<file path="config.mk">
export PLATFORM = sky130hd
export DESIGN_NAME = hsv_to_rgb_core
export DESIGN_NICKNAME = d
export VERILOG_FILES = /design/src/h2r_pkg.sv /design/src/h2r_hue_split.sv /design/src/hsv_to_rgb_core.sv
export SDC_FILE = /design/constraint.sdc
export NUM_CORES = 1
export LEC_CHECK = 0
export BUFFER_PORTS_ARGS = -buffer_cell sky130_fd_sc_hd__buf_2
export CORE_MARGIN = 10
export CORE_UTILIZATION = 40
export CTS_BUF_LIST = sky130_fd_sc_hd__clkbuf_2 sky130_fd_sc_hd__clkbuf_4 sky130_fd_sc_hd__clkbuf_8
export CTS_CLUSTER_DIAMETER = 120
export CTS_CLUSTER_SIZE = 12
export DETAILED_ROUTE_END_ITERATION = 10
export GPL_TIMING_DRIVEN = 1
export PLACE_DENSITY = 0.52
export SYNTH_ARGS = -nofsm -noshare
export SYNTH_HDL_FRONTEND = slang
export SYNTH_SLANG_ARGS = --single-unit
</file>
<file path="constraint.sdc">
create_clock -name clk -period 15.7 [get_ports clk]
set_input_delay 3.14 -clock clk [delete_from_list [all_inputs] [get_ports clk]]
set_output_delay 3.14 -clock clk [all_outputs]
set_load 0.01 [all_outputs]
</file>
<file path="src/h2r_pkg.sv">
package h2r_pkg;

	// One HSV input item.
	typedef struct packed {
		logic [12:0] hue_sixteenths;
		logic [7:0]  saturation;
		logic [7:0]  brightness;
	} hsv_item_t;

	// One RGB result item.
	typedef struct packed {
		logic [7:0] red;
		logic [7:0] green;
		logic [7:0] blue;
	} rgb_item_t;

	// Hue geometry in sixteenths of a degree.
	localparam int unsigned SECTOR_UNITS  = 960;
	localparam int unsigned DOUBLE_SECTOR = 1920;
	localparam int unsigned FULL_SCALE    = 255;
	localparam int unsigned X_DENOM       = 244800;

	// Rounding divisors (twice the denominators) and their reciprocals.
	localparam int unsigned Z_DIV   = 2 * FULL_SCALE;
	localparam int unsigned Z_SHIFT = 17;
	localparam int unsigned Z_RECIP = (1 << Z_SHIFT) / Z_DIV;
	localparam int unsigned X_DIV   = 2 * X_DENOM;
	localparam int unsigned X_SHIFT = 27;
	localparam int unsigned X_RECIP = (1 << X_SHIFT) / X_DIV;

	// Sector codes, named by the hues they span.
	localparam logic [2:0] SECT_RED_YEL = 3'd0;
	localparam logic [2:0] SECT_YEL_GRN = 3'd1;
	localparam logic [2:0] SECT_GRN_CYN = 3'd2;
	localparam logic [2:0] SECT_CYN_BLU = 3'd3;
	localparam logic [2:0] SECT_BLU_MAG = 3'd4;
	localparam logic [2:0] SECT_MAG_RED = 3'd5;

endpackage

</file>
<file path="src/h2r_hue_split.sv">
module h2r_hue_split (
	input  logic [12:0] hue,
	output logic [2:0]  sector,
	output logic [9:0]  frac
);

	logic [10:0] phase;

	// Sector by comparison against the sector boundaries; hues past the
	// full circle stay in the last sector.
	always_comb begin
		priority if (hue < 13'(h2r_pkg::SECTOR_UNITS)) begin
			sector = h2r_pkg::SECT_RED_YEL;
		end else if (hue < 13'(2 * h2r_pkg::SECTOR_UNITS)) begin
			sector = h2r_pkg::SECT_YEL_GRN;
		end else if (hue < 13'(3 * h2r_pkg::SECTOR_UNITS)) begin
			sector = h2r_pkg::SECT_GRN_CYN;
		end else if (hue < 13'(4 * h2r_pkg::SECTOR_UNITS)) begin
			sector = h2r_pkg::SECT_CYN_BLU;
		end else if (hue < 13'(5 * h2r_pkg::SECTOR_UNITS)) begin
			sector = h2r_pkg::SECT_BLU_MAG;
		end else begin
			sector = h2r_pkg::SECT_MAG_RED;
		end
	end

	// Hue modulo two sectors, by one selected subtraction.
	always_comb begin
		logic [12:0] diff;
		priority if (hue >= 13'(4 * h2r_pkg::DOUBLE_SECTOR)) begin
			diff = hue - 13'(4 * h2r_pkg::DOUBLE_SECTOR);
		end else if (hue >= 13'(3 * h2r_pkg::DOUBLE_SECTOR)) begin
			diff = hue - 13'(3 * h2r_pkg::DOUBLE_SECTOR);
		end else if (hue >= 13'(2 * h2r_pkg::DOUBLE_SECTOR)) begin
			diff = hue - 13'(2 * h2r_pkg::DOUBLE_SECTOR);
		end else if (hue >= 13'(h2r_pkg::DOUBLE_SECTOR)) begin
			diff = hue - 13'(h2r_pkg::DOUBLE_SECTOR);
		end else begin
			diff = hue;
		end
		phase = diff[10:0];
	end

	// Distance of the phase from the sector edge, a triangle from 0 to 960.
	always_comb begin
		logic [10:0] mirror;
		mirror = 11'(h2r_pkg::DOUBLE_SECTOR) - phase;
		if (phase >= 11'(h2r_pkg::SECTOR_UNITS)) begin
			frac = mirror[9:0];
		end else begin
			frac = phase[9:0];
		end
	end

endmodule

</file>
<file path="src/hsv_to_rgb_core.sv">
// HSV to RGB color converter for a pixel stream.
//
// Input channel hsv_valid / hsv_stall / hsv carries one HSV item: hue in
// sixteenths of a degree, saturation and brightness as 8-bit fractions of one.
// Output channel rgb_valid / rgb_stall / rgb carries one RGB item per input
// item, in order. An item moves on a rising edge where valid is high and
// stall is low.
//
// Throughput is one item per clock while the receiver does not stall. The work
// runs through five register stages (hue split, two multiply stages, two
// reciprocal-divide stages with remainder correction); the result shows on
// rgb straight from the last stage register.
//
// Each stage holds an item until the next stage can take it. A stall from
// the receiver backs up stage by stage, so hsv_stall rises only once every
// stage holds an item; bubbles keep being filled meanwhile. Nothing is lost
// or repeated. Reset clears all valid bits; the data registers are not reset.
module hsv_to_rgb_core (
	input  logic                clk,
	input  logic                arst_n,
	input  logic                hsv_valid,
	output logic                hsv_stall,
	input  h2r_pkg::hsv_item_t  hsv,
	output logic                rgb_valid,
	input  logic                rgb_stall,
	output h2r_pkg::rgb_item_t  rgb
);

	// Stage valid bits and advance enables.
	logic valid_s1, valid_s2, valid_s3, valid_s4, valid_s5;
	logic en_s1, en_s2, en_s3, en_s4, en_s5;

	// Stage 1: hue split.
	logic [2:0]  sector_s1;
	logic [9:0]  frac_s1;
	logic [7:0]  sat_s1;
	logic [7:0]  val_s1;
	logic [2:0]  sector_c;
	logic [9:0]  frac_c;

	// Stage 2: products.
	logic [2:0]  sector_s2;
	logic [7:0]  val_s2;
	logic [16:0] znum_s2;
	logic [17:0] inner_s2;

	// Stage 3: numerators and first zero-channel quotient.
	logic [2:0]  sector_s3;
	logic [7:0]  val_s3;
	logic [16:0] znum_s3;
	logic [7:0]  zq_s3;
	logic [26:0] xnum_s3;

	// Stage 4: zero channel done, first x quotient.
	logic [2:0]  sector_s4;
	logic [7:0]  val_s4;
	logic [7:0]  zc_s4;
	logic [26:0] xnum_s4;
	logic [7:0]  xq_s4;

	// Stage 5 is the output register.
	h2r_pkg::rgb_item_t rgb_s5;

	// Backpressure: a stage may load when it is empty or its item moves on.
	assign en_s5     = !valid_s5 || !rgb_stall;
	assign en_s4     = !valid_s4 || en_s5;
	assign en_s3     = !valid_s3 || en_s4;
	assign en_s2     = !valid_s2 || en_s3;
	assign en_s1     = !valid_s1 || en_s2;
	assign hsv_stall = !en_s1;

	always_ff @(posedge clk or negedge arst_n) begin
		if (!arst_n) begin
			valid_s1 <= 1'b0;
			valid_s2 <= 1'b0;
			valid_s3 <= 1'b0;
			valid_s4 <= 1'b0;
			valid_s5 <= 1'b0;
		end else begin
			if (en_s1) valid_s1 <= hsv_valid;
			if (en_s2) valid_s2 <= valid_s1;
			if (en_s3) valid_s3 <= valid_s2;
			if (en_s4) valid_s4 <= valid_s3;
			if (en_s5) valid_s5 <= valid_s4;
		end
	end

	h2r_hue_split u_hue_split (
		.hue    (hsv.hue_sixteenths),
		.sector (sector_c),
		.frac   (frac_c)
	);

	// Stage 1 register.
	always_ff @(posedge clk) begin
		if (en_s1) begin
			sector_s1 <= sector_c;
			frac_s1   <= frac_c;
			sat_s1    <= hsv.saturation;
			val_s1    <= hsv.brightness;
		end
	end

	// Stage 2: V*(255-S) and 960*(255-S) + S*F.
	always_ff @(posedge clk) begin
		logic [7:0]  invs;
		logic [15:0] pz;
		logic [17:0] pa;
		logic [17:0] pb;
		if (en_s2) begin
			invs      = 8'(h2r_pkg::FULL_SCALE) - sat_s1;
			pz        = val_s1 * invs;
			pa        = {10'd0, invs} * 18'(h2r_pkg::SECTOR_UNITS);
			pb        = {10'd0, sat_s1} * {8'd0, frac_s1};
			sector_s2 <= sector_s1;
			val_s2    <= val_s1;
			znum_s2   <= {pz, 1'b0} + 17'(h2r_pkg::FULL_SCALE);
			inner_s2  <= pa + pb;
		end
	end

	// Stage 3: x numerator and reciprocal estimate of the zero channel.
	always_ff @(posedge clk) begin
		logic [25:0] m;
		logic [25:0] zp;
		if (en_s3) begin
			m         = {18'd0, val_s2} * {8'd0, inner_s2};
			zp        = {9'd0, znum_s2} * 26'(h2r_pkg::Z_RECIP);
			sector_s3 <= sector_s2;
			val_s3    <= val_s2;
			znum_s3   <= znum_s2;
			zq_s3     <= zp[h2r_pkg::Z_SHIFT +: 8];
			xnum_s3   <= {m, 1'b0} + 27'(h2r_pkg::X_DENOM);
		end
	end

	// Stage 4: correct the zero channel, estimate the x channel.
	always_ff @(posedge clk) begin
		logic [16:0] zrem;
		logic [8:0]  zinc;
		logic [35:0] xp;
		if (en_s4) begin
			zrem      = znum_s3 - ({9'd0, zq_s3} * 17'(h2r_pkg::Z_DIV));
			zinc      = {1'b0, zq_s3} + 9'd1;
			xp        = {9'd0, xnum_s3} * 36'(h2r_pkg::X_RECIP);
			sector_s4 <= sector_s3;
			val_s4    <= val_s3;
			zc_s4     <= (zrem >= 17'(h2r_pkg::Z_DIV)) ? zinc[7:0] : zq_s3;
			xnum_s4   <= xnum_s3;
			xq_s4     <= xp[h2r_pkg::X_SHIFT +: 8];
		end
	end

	// Stage 5: correct the x channel and place channels by sector.
	always_ff @(posedge clk) begin
		logic [26:0] xrem;
		logic [8:0]  xinc;
		logic [7:0]  xc;
		if (en_s5) begin
			xrem = xnum_s4 - ({19'd0, xq_s4} * 27'(h2r_pkg::X_DIV));
			xinc = {1'b0, xq_s4} + 9'd1;
			xc   = (xrem >= 27'(h2r_pkg::X_DIV)) ? xinc[7:0] : xq_s4;
			unique case (sector_s4)
				h2r_pkg::SECT_RED_YEL: rgb_s5 <= '{red: val_s4, green: xc, blue: zc_s4};
				h2r_pkg::SECT_YEL_GRN: rgb_s5 <= '{red: xc, green: val_s4, blue: zc_s4};
				h2r_pkg::SECT_GRN_CYN: rgb_s5 <= '{red: zc_s4, green: val_s4, blue: xc};
				h2r_pkg::SECT_CYN_BLU: rgb_s5 <= '{red: zc_s4, green: xc, blue: val_s4};
				h2r_pkg::SECT_BLU_MAG: rgb_s5 <= '{red: xc, green: zc_s4, blue: val_s4};
				h2r_pkg::SECT_MAG_RED: rgb_s5 <= '{red: val_s4, green: zc_s4, blue: xc};
				default:               rgb_s5 <= '{red: val_s4, green: zc_s4, blue: xc};
			endcase
		end
	end

	assign rgb_valid = valid_s5;
	assign rgb       = rgb_s5;

`ifndef SYNTHESIS
	// An empty first stage always takes a new item.
	a_bubble_accepts: assert property (@(posedge clk) disable iff (!arst_n)
		!valid_s1 |-> !hsv_stall)
		else $error("input stalled with an empty first stage");

	// The input stalls only when every stage holds an item.
	a_stall_only_full: assert property (@(posedge clk) disable iff (!arst_n)
		hsv_stall |-> (valid_s1 && valid_s2 && valid_s3 && valid_s4 && valid_s5
			&& rgb_stall))
		else $error("input stalled while the pipeline had room");

	// An accepted item lands in the first stage.
	a_accept_lands: assert property (@(posedge clk) disable iff (!arst_n)
		hsv_valid && !hsv_stall |=> valid_s1)
		else $error("accepted item lost at the first stage");

	// A taken result with nothing behind it leaves the output empty.
	a_drain: assert property (@(posedge clk) disable iff (!arst_n)
		rgb_valid && !rgb_stall && !valid_s4 |=> !rgb_valid)
		else $error("result repeated after it was taken");

	// The sector code never goes past the last sector.
	a_sector_range: assert property (@(posedge clk) disable iff (!arst_n)
		valid_s1 |-> sector_s1 <= h2r_pkg::SECT_MAG_RED)
		else $error("sector code out of range");
`endif

endmodule

</file>
# --- Word level (Yosys, flattened, before mapping) ---
# Cells that the tools add are included.
classes:
  addsub: 13
  n_mul: 8
  magnitude_cmp: 12
  n_eq_ne: 4
  muxes: 12
  n_reduce_logical: 15
ops:
  columns: ["op", "count"]
  rows:
  - ["$pmux W24 S5", 1]
  - ["$mux W11", 4]
  - ["$sub A11 B11 Y11 const B", 4]
  - ["$mul A27 B8 Y34 const B", 1]
  - ["$add A27 B18 Y27 const B", 1]
  - ["$ge A27 B19 Y1 const B", 1]
  - ["$sub A27 B27 Y27", 1]
  - ["$ge A13 B13 Y1 const B", 2]
  - ["$lt A13 B12 Y1 const B", 2]
  - ["$mul A8 B18 Y26", 1]
  - ["$mul A17 B9 Y25 const B", 1]
  - ["$mul A8 B12 Y20 const B", 1]
  - ["$add A18 B18 Y18", 1]
  - ["$mul A8 B10 Y18", 1]
  - ["$add A17 B8 Y17 const B", 1]
  - ["$ge A17 B9 Y1 const B", 1]
  - ["$sub A17 B17 Y17", 1]
  - ["$add A8 B1 Y8 const B", 2]
  - ["$mul A8 B8 Y16", 1]
  - ["$mul A8 B8 Y16 const B", 1]
  - ["$mux W8", 2]
  - ["$ge A13 B11 Y1 const B", 1]
  - ["$ge A13 B12 Y1 const B", 1]
  - ["$lt A13 B10 Y1 const B", 1]
  - ["other kinds (17)", 30]
word_totals:
  register_bits: 221
  inputBits: 33
  elab_cells: 92

# --- Depth between registers and ports, before layout ---
# Gate-level depths: netlist of run 1.
logic_depth:
  depth_word: 7
  ltp_mapped: 29
  depth_no_buf: 28

# --- Modules after synthesis ---
# A second synthesis of run 1 with hierarchy kept.
unflattened:
  cells_unflattened: 2707
  area_unflattened_um2: 26709.4
by_module_without_submodules:
  columns: ["module", "n_inst", "cells_per_inst", "area_each_um2", "seq_area_each_um2"]
  rows:
  - ["hsv_to_rgb_core", 1, 2561, 25687.1, 6311.1]
  - ["h2r_hue_split", 1, 146, 1022.2, 0.0]

# --- Worst setup path before layout of run 1 ---
# No wires, ideal clock.
synth_timing:
  kind: "input to output"
  startpoint: "input rgb_stall"
  endpoint: "output hsv_stall"
  arrival_time_ns: 4.582
  required_time_ns: 12.560
  setup_slack_ns: 7.978
  path_stages: 3
  path_cell_list: "and3_1 nand4_1 inv_1"
synth_via:
  elab_chain_cells: 7
synth_lines:
  columns: ["item", "line", "source"]
  rows:
  - ["start: declaration", "hsv_to_rgb_core.sv:25", "input logic rgb_stall,"]
  - ["$logic_not A1 Y1", "hsv_to_rgb_core.sv:65", "assign en_s5 = !valid_s5 || !rgb_stall;"]
  - ["$logic_or A1 B1 Y1", "hsv_to_rgb_core.sv:65", null]
  - ["$logic_or A1 B1 Y1", "hsv_to_rgb_core.sv:66", "assign en_s4 = !valid_s4 || en_s5;"]
  - ["$logic_or A1 B1 Y1", "hsv_to_rgb_core.sv:67", "assign en_s3 = !valid_s3 || en_s4;"]
  - ["$logic_or A1 B1 Y1", "hsv_to_rgb_core.sv:68", "assign en_s2 = !valid_s2 || en_s3;"]
  - ["$logic_or A1 B1 Y1", "hsv_to_rgb_core.sv:69", "assign en_s1 = !valid_s1 || en_s2;"]
  - ["$logic_not A1 Y1", "hsv_to_rgb_core.sv:70", "assign hsv_stall = !en_s1;"]
  - ["end: declaration", "hsv_to_rgb_core.sv:22", "output logic hsv_stall,"]
# No other way between the ends.

# --- Final worst setup path of run 1 ---
layout_timing:
  startpoint: "register xq_s4[5]"
  endpoint: "register rgb_s5 (netlist bit rgb[23]), data pin"
layout_via:
  elab_chain_cells: 5
layout_lines:
  columns: ["item", "line", "source"]
  rows:
  - ["start: declaration", "hsv_to_rgb_core.sv:59", "logic [7:0] xq_s4;"]
  - ["start signal: assignment", "hsv_to_rgb_core.sv:150", "xq_s4 <= xp[h2r_pkg::X_SHIFT +: 8];"]
  - ["$mul A8 B12 Y20", "hsv_to_rgb_core.sv:160", "xrem = xnum_s4 - ({19'd0, xq_s4} * 27'(h2r_pkg::X_DIV));"]
  - ["$sub A27 B27 Y27", "hsv_to_rgb_core.sv:160", null]
  - ["$ge A27 B19 Y1", "hsv_to_rgb_core.sv:162", "xc = (xrem >= 27'(h2r_pkg::X_DIV)) ? xinc[7:0] : xq_s4;"]
  - ["$mux W8 (*)", "hsv_to_rgb_core.sv:162", null]
  - ["$pmux W24 S5 (*)", "hsv_to_rgb_core.sv:163", "unique case (sector_s4)"]
  - ["end signal: assignment", "hsv_to_rgb_core.sv:164", "h2r_pkg::SECT_RED_YEL: rgb_s5 <= '{red: val_s4, green: xc, blue: zc_s4};"]
  - ["end signal: assignment", "hsv_to_rgb_core.sv:165", "h2r_pkg::SECT_YEL_GRN: rgb_s5 <= '{red: xc, green: val_s4, blue: zc_s4};"]
  - ["end signal: assignment", "hsv_to_rgb_core.sv:166", "h2r_pkg::SECT_GRN_CYN: rgb_s5 <= '{red: zc_s4, green: val_s4, blue: xc};"]
  - ["end: declaration", "hsv_to_rgb_core.sv:62", "h2r_pkg::rgb_item_t rgb_s5;"]
# Every way passes the cells marked *; elsewhere a longest branch is shown, timed or not.
# A chain may end at the register's enable or synchronous reset.

==> impl_results.md, run 1 <==
- Post-synth top area cell: edfxtp_1
- Final wirelength: 55.12 mm
- WP data required: 16,010 ps
- Seq cells post-synth: around 210
- Critical path endpoint category: flop
- TritonCTS sink count: 211
- Total die area: between 70,000 and 80,000 um^2
- Layout cells sized above 1: 0.05147
- Synth Warn #: 0
- Core Rows: between 90 and 100
- Crit path launch: xq_s4[5]
- IO Pins: between 50 and 60
- R2R Path Start: xq_s4[5]
- Clock buffer depth: 3
- Critical path endpoint: rgb[23]
- IO buf count: between 50 and 60
- Flop2flop setup slack: about 8300 ps
- Synth area leaders: edfxtp_1, fa_1, ha_1
- Number of fill cells: about 6,300
- Ys flop type: edfxtp_1
- Largest net degree at the start of global routing: 49
- Drt pass-1 iters: 5
- Final #Nets: 3,293
- Cells after Synth: ~2,600
- Final Instance Area: 27,510 um^2
- Compound-Gate Fraction of Synth Area: 0.09940
- Register clock-pin slew on the reported worst setup and hold paths: ~90 ps
- Htree depth: 1
- Max-cap violation count: 0
- Initial Util: 0.4019
- Worst setup path category: flop to flop
- Routed via count: ~18,000
- Routed wire per std cell: between 15 and 20 um
- Vias in the first global route: 18,450
- Combinational family with the most area after synthesis: adder cells
- Core area: ~64,000 um^2
- Drt initial violations: approximately 760
- Hold Buf Count CTS: 0
- DP HPWL: around 45 mm
- Vias/cell: ~5
- Final Hold Viols: 0
- GRT Total Usage: 0.1492
- Hold WC Path Type: flop to flop
- XOR/XNOR Fraction of Synth Area: 0.05767
- Worst R2R End: rgb[23]
- CTS Root Cell: clkbuf_8
- Setup TNS: 0 ps
- Commonest non-fill, non-tap cell in the layout: inv_1
- # resized after CTS: 0
- Critical path arrival: 7750 ps
- Post-synth cell types: 82
- Inst Count DP: between 3,000 and 4,000
- Crit path max fanout: 8
- Final Cycle Share: 0.4739
- Slowest CP cell: fa_1
- Post-layout util: 0.4282
- CP peak stage delay: between 600 and 700 ps
- Mux contribution to synthesized area: 0.005913
- CP Launch Type: flop
- Post-route ant nets: 0
- Postcts setup bufs: 0
- DR DRC count: 0
- Post-synth ARST share: 0.02370
- DP Area: between 20,000 and 30,000 um^2
- Clock skew: 63.82 ps
- GP Congestion: ~0.83
- Clk Latency, worst-skew pair: slightly above 600 ps
- Most frequent cells in the layout: inv_1, ha_1, fa_1
- Initial antenna violation count: 3
- TritonCTS buffer count: 22
- Post-synth net total: roughly 3,200
- Post-route non-filler standard cell count: about 3,500
- Total grt overflow: 0
- Die Span Y: roughly 270 um
- Worst r2r path cells: 24
- Die width: between 200 and 300 um
- CTS tree: done
- Slew Viols, Final: 0
- Mean post-synth cell area: between 10 and 15 um^2
- RSZ-0062 raised after global routing: false
- Final setup violation count: 0
- Post-Synth Simple-Gate Area: 0.1190
- Worst slew pin tran: roughly 1100 ps
- EDFF count, synth: about 210
- CP cell instances: fa_1, inv_1, fa_1, inv_1, fa_1, inv_1, fa_1, inv_1, ha_1, o21ai_0, nor2_1, a2111oi_2, nor2_1, a21o_1, a21oi_1, xor2_1, ha_1, xor2_1, o32ai_1, o2111ai_1, nor4_4, a2111oi_2, xnor2_1, a221oi_1
- Yosys top cell area share: 0.2396
- First-pass GRT wire length: 92.69 mm
- Sequential element share of the synthesized area: 0.2445
- Area share of fa/ha/maj cells after synthesis: 0.3962
- Fmax: approximately 130 MHz
- Layout area overhead: 6.538%
- Tmin final: ~7400 ps
- Status: finished clean
- Cell area after technology mapping: 25,820 um^2
- Slew margin rel.: 0.2910
==> worst max-delay path, delay by kind of cell (launching register included) <==
family / cells / cell delay, ps
AND/OR/NAND/NOR: 3 / 870
XOR/XNOR: 3 / 740
buffers and inverters: 4 / 250
flip-flops: 1 / 560
AO/OA/AOI/OAI: 8 / 1820
adder cells (fa/ha/maj): 6 / 2940
==> worst min-delay path by stage <==
stage | startpoint | endpoint | slack [ps] | cells past startpoint
2_1_floorplan | sector_s1[0] | sector_s2[0] | 400 | 0
3_3_place_gp | val_s3[1] | val_s4[1] | 400 | 0
3_5_place_dp | sector_s3[0] | sector_s4[0] | 400 | 0
4_1_cts | val_s3[2] | val_s4[2] | 410 | 0
5_1_grt | val_s3[2] | val_s4[2] | 430 | 0
6_report | val_s3[2] | val_s4[2] | 410 | 0
==> Yosys cell counts, drive strengths merged, types with 15 or more instances <==
master,instances
edfxtp,206
nor3,27
nor2,74
fa,281
a21o,32
nand2,223
clkbuf,39
nand2b,18
nand3,34
inv,487
o21ai,63
and3,20
a31oi,15
xor2,55
and2,115
nor2b,47
ha,368
o21a,15
a21oi,104
o21bai,20
xnor2,115
==> kinds of logic (layout without fill, tap and decap cells) <==
group                    Yosys count  in the layout
adder cells (fa/ha/maj)          649            649
other                              0              1
flip-flops                       211            211
AND/OR/NAND/NOR                  614            614
buffers and inverters            531            588
AO/OA/AOI/OAI                    376            376
multiplexers                      15             15
XOR/XNOR                         170            170
==> state kept, by name, indices dropped and copies added (netlist names) <==
| register | flops |
|---|---|
| valid_s2 | 1 |
| sector_s4 | 3 |
| val_s4 | 8 |
| znum_s3 | 16 |
| xq_s4 | 8 |
| valid_s1 | 1 |
| xnum_s4 | 20 |
| val_s3 | 8 |
| zq_s3 | 8 |
| sat_s1 | 8 |
| val_s2 | 8 |
| frac_s1 | 10 |
| val_s1 | 8 |
| valid_s4 | 1 |
| inner_s2 | 18 |
| znum_s2 | 16 |
| xnum_s3 | 26 |
| valid_s3 | 1 |
| zc_s4 | 8 |
| rgb_valid | 1 |
| rgb | 24 |
| sector_s1 | 3 |
| sector_s2 | 3 |
| sector_s3 | 3 |
==> layer usage <==
metal	share of wire	wire [um]	global-route usage
met5	0	0	0
met1	0.45	25080	0.1955
met4	0.015	847	0.02877
met3	0.035	1905	0.01620
met2	0.50	27290	0.2631
==> final cells by class <==
| type | count | area (um^2) | share of cell area |
|---|---|---|---|
| tap | 855 | 1070 | 0.03889 |
| inverter | 487 | 1828 | 0.06646 |
| multi-input combinational | 1824 | 17520 | 0.6369 |
| sequential | 211 | 6311 | 0.2295 |
| clock inverter | 4 | 55.05 | 0.002002 |
| clock buffer | 32 | 377.9 | 0.01374 |
| timing repair buffer | 65 | 342.8 | 0.01246 |
| antenna | 1 | 2.502 | 0.00009098 |
==> stage by stage <==
step	hold slack (ps)	setup WS (ps)
global placement	402.3	8367
finish	411.0	8259
global route	431.6	7776
detailed placement	404.5	8214
floorplan	400.3	7978
CTS	406.7	8223
Power of run 1 is left out: the tool's default activity adds up to more than one toggle a clock period on the data nets, which glitch-free logic cannot reach.
==> run 2: changes to the inputs <==
Settings changed: PLACE_DENSITY 0.52 to 0.54.
Clock period 15.7 ns to 6.6 ns, I/O delays scaled along.
==> impl_results.md, run 2 (synthesized netlist as in run 1, its figures left out) <==
- Vias/cell: just over 5
- Layout cells sized above 1: 0.09230
- Initial antenna violation count: 2
- Final Hold Viols: 0
- Crit path max fanout: 4
- Register clock-pin slew on the reported worst setup and hold paths: 90 ps
- Final wirelength: 55.61 mm
- Slowest CP cell: fa_1
- Pre-CTS WS: -259.9 ps
- Final Cycle Share: 0.9736
- Total die area: 75,110 um^2
- Crit path max-delay family: adder cells
- Hold WC Path Type: flop to flop
- IO buf count: 58
- Most frequent cells in the layout: inv_1, ha_1, fa_1
- Post-route ant nets: 0
- Status: finished clean
- Routed wire per std cell: around 16 um
- TritonCTS sink count: ~210
- RSZ-0062 raised after global routing: true
- Worst setup path category: flop to flop
- Core area: 64,230 um^2
- Slew Viols, Final: 0
- Final setup violation count: 0
- Max-cap violation count: 0
- Clock skew: between 40 and 50 ps
- Die width: ~270 um
- TritonCTS buffer count: 22
- Largest net degree at the start of global routing: 63
- Clock buffer depth: 3
- Routed via count: between 15,000 and 20,000
- CTS tree: done
- Number of fill cells: around 6,200
- Tmin final: about 6400 ps
- Total grt overflow: 0
- Worst setup margin: ~170 ps
- Drt initial violations: 828
- Htree depth: 1
- GP Congestion: 0.8693
- CTS Root Cell: clkbuf_8
- Slew margin rel.: 0.1897
- DP HPWL: between 40 and 50 mm
- Critical path arrival: 6840 ps
- Drt pass-1 iters: 5
- Die Span Y: roughly 270 um
- CP peak stage delay: 610 ps
- Core Rows: a little over 90
- Clk Latency, worst-skew pair: 620 ps
- Fmax: 155.6 MHz
- IO Pins: between 50 and 60
- WP buf/inv: 5
- Initial Util: 0.4019
- Layout area overhead: 9.843%
- Commonest non-fill, non-tap cell in the layout: inv_1
- Worst slew pin tran: 1213 ps
- GRT Total Usage: 0.1491
- Final #Nets: roughly 3,400
- WP data required: 7020 ps
- Critical path endpoint category: flop
- Most flop-heavy register: xnum_s3
- First-pass GRT wire length: slightly above 90 mm
- DR DRC count: 0
- Vias in the first global route: roughly 19,000
- Max FFs per register: 26
- CP Launch Type: flop
-- run 2: cell count changes in the layout (fill, tap and decap cells not counted), sizes merged --
| cell | before | now |
|---|---|---|
| buf | 65 | 129 |
| diode | 1 | 5 |
| clkbuf | 32 | 31 |
| clkinv | 1 | 2 |
-- run 2: worst paths after layout --
check | to | slack [ps] | cells past startpoint | from
worst max-delay path | rgb[22] | 170 | 25 | xq_s4[7]
worst min-delay path | val_s4[1] | 420 | 0 | val_s3[1]
worst max register to register | rgb[22] | 170 | 25 | xq_s4[7]
worst min register to register | val_s4[1] | 420 | 0 | val_s3[1]
max in group asynchronous | valid_s2 | 5930 | 1 | arst_n
min in group asynchronous | rgb_valid | 530 | 1 | arst_n
-- run 2: per-layer routing --
layer  share of wire  vias to the layer above  global-route usage
li1                -                     8725                   -
met1            0.45                     8858              0.1935
met2            0.49                      268              0.2595
met3           0.036                       74             0.02099
met4           0.022                        0             0.03311
met5               0                        -                   0
-- run 2: per-stage QoR --
step | utilization | area (um^2) | cells | hold slack [ps] | TNS, ps
floorplan | - | 25820 | 2566 | 400.3 | 0
global placement | 0.4272 | 27440 | 3490 | 401.4 | -510.7
detailed placement | 0.4272 | 27440 | 3490 | 405.7 | -2107
CTS | 0.4366 | 28040 | 3533 | 425.1 | 0
global route | 0.4414 | 28350 | 3545 | 432.7 | -205.3
finish | 0.4415 | 28360 | 3547 | 421.6 | 0
-- run 2: layout make-up --
class | count | area [um^2] | share of cell area
Inverter | 487 | 1828 | 0.06446
Clock buffer | 31 | 370.4 | 0.01306
Sequential cell | 211 | 6311 | 0.2225
Timing Repair Buffer | 129 | 850.8 | 0.03000
Tap cell | 855 | 1070 | 0.03772
Antenna cell | 5 | 12.51 | 0.0004412
Clock inverter | 5 | 56.30 | 0.001985
Multi-Input combinational cell | 1824 | 17860 | 0.6298
-- run 2: timing repair --
action | 4_1_cts | 5_1_grt
hold buffers | 0 | 0
endpoints found under the setup margin | 25 | 32
gates resized for setup | 20 | 52
pin swaps | 19 | 44
setup buffers | 8 | 9
Power of run 2 is left out for the same reason.
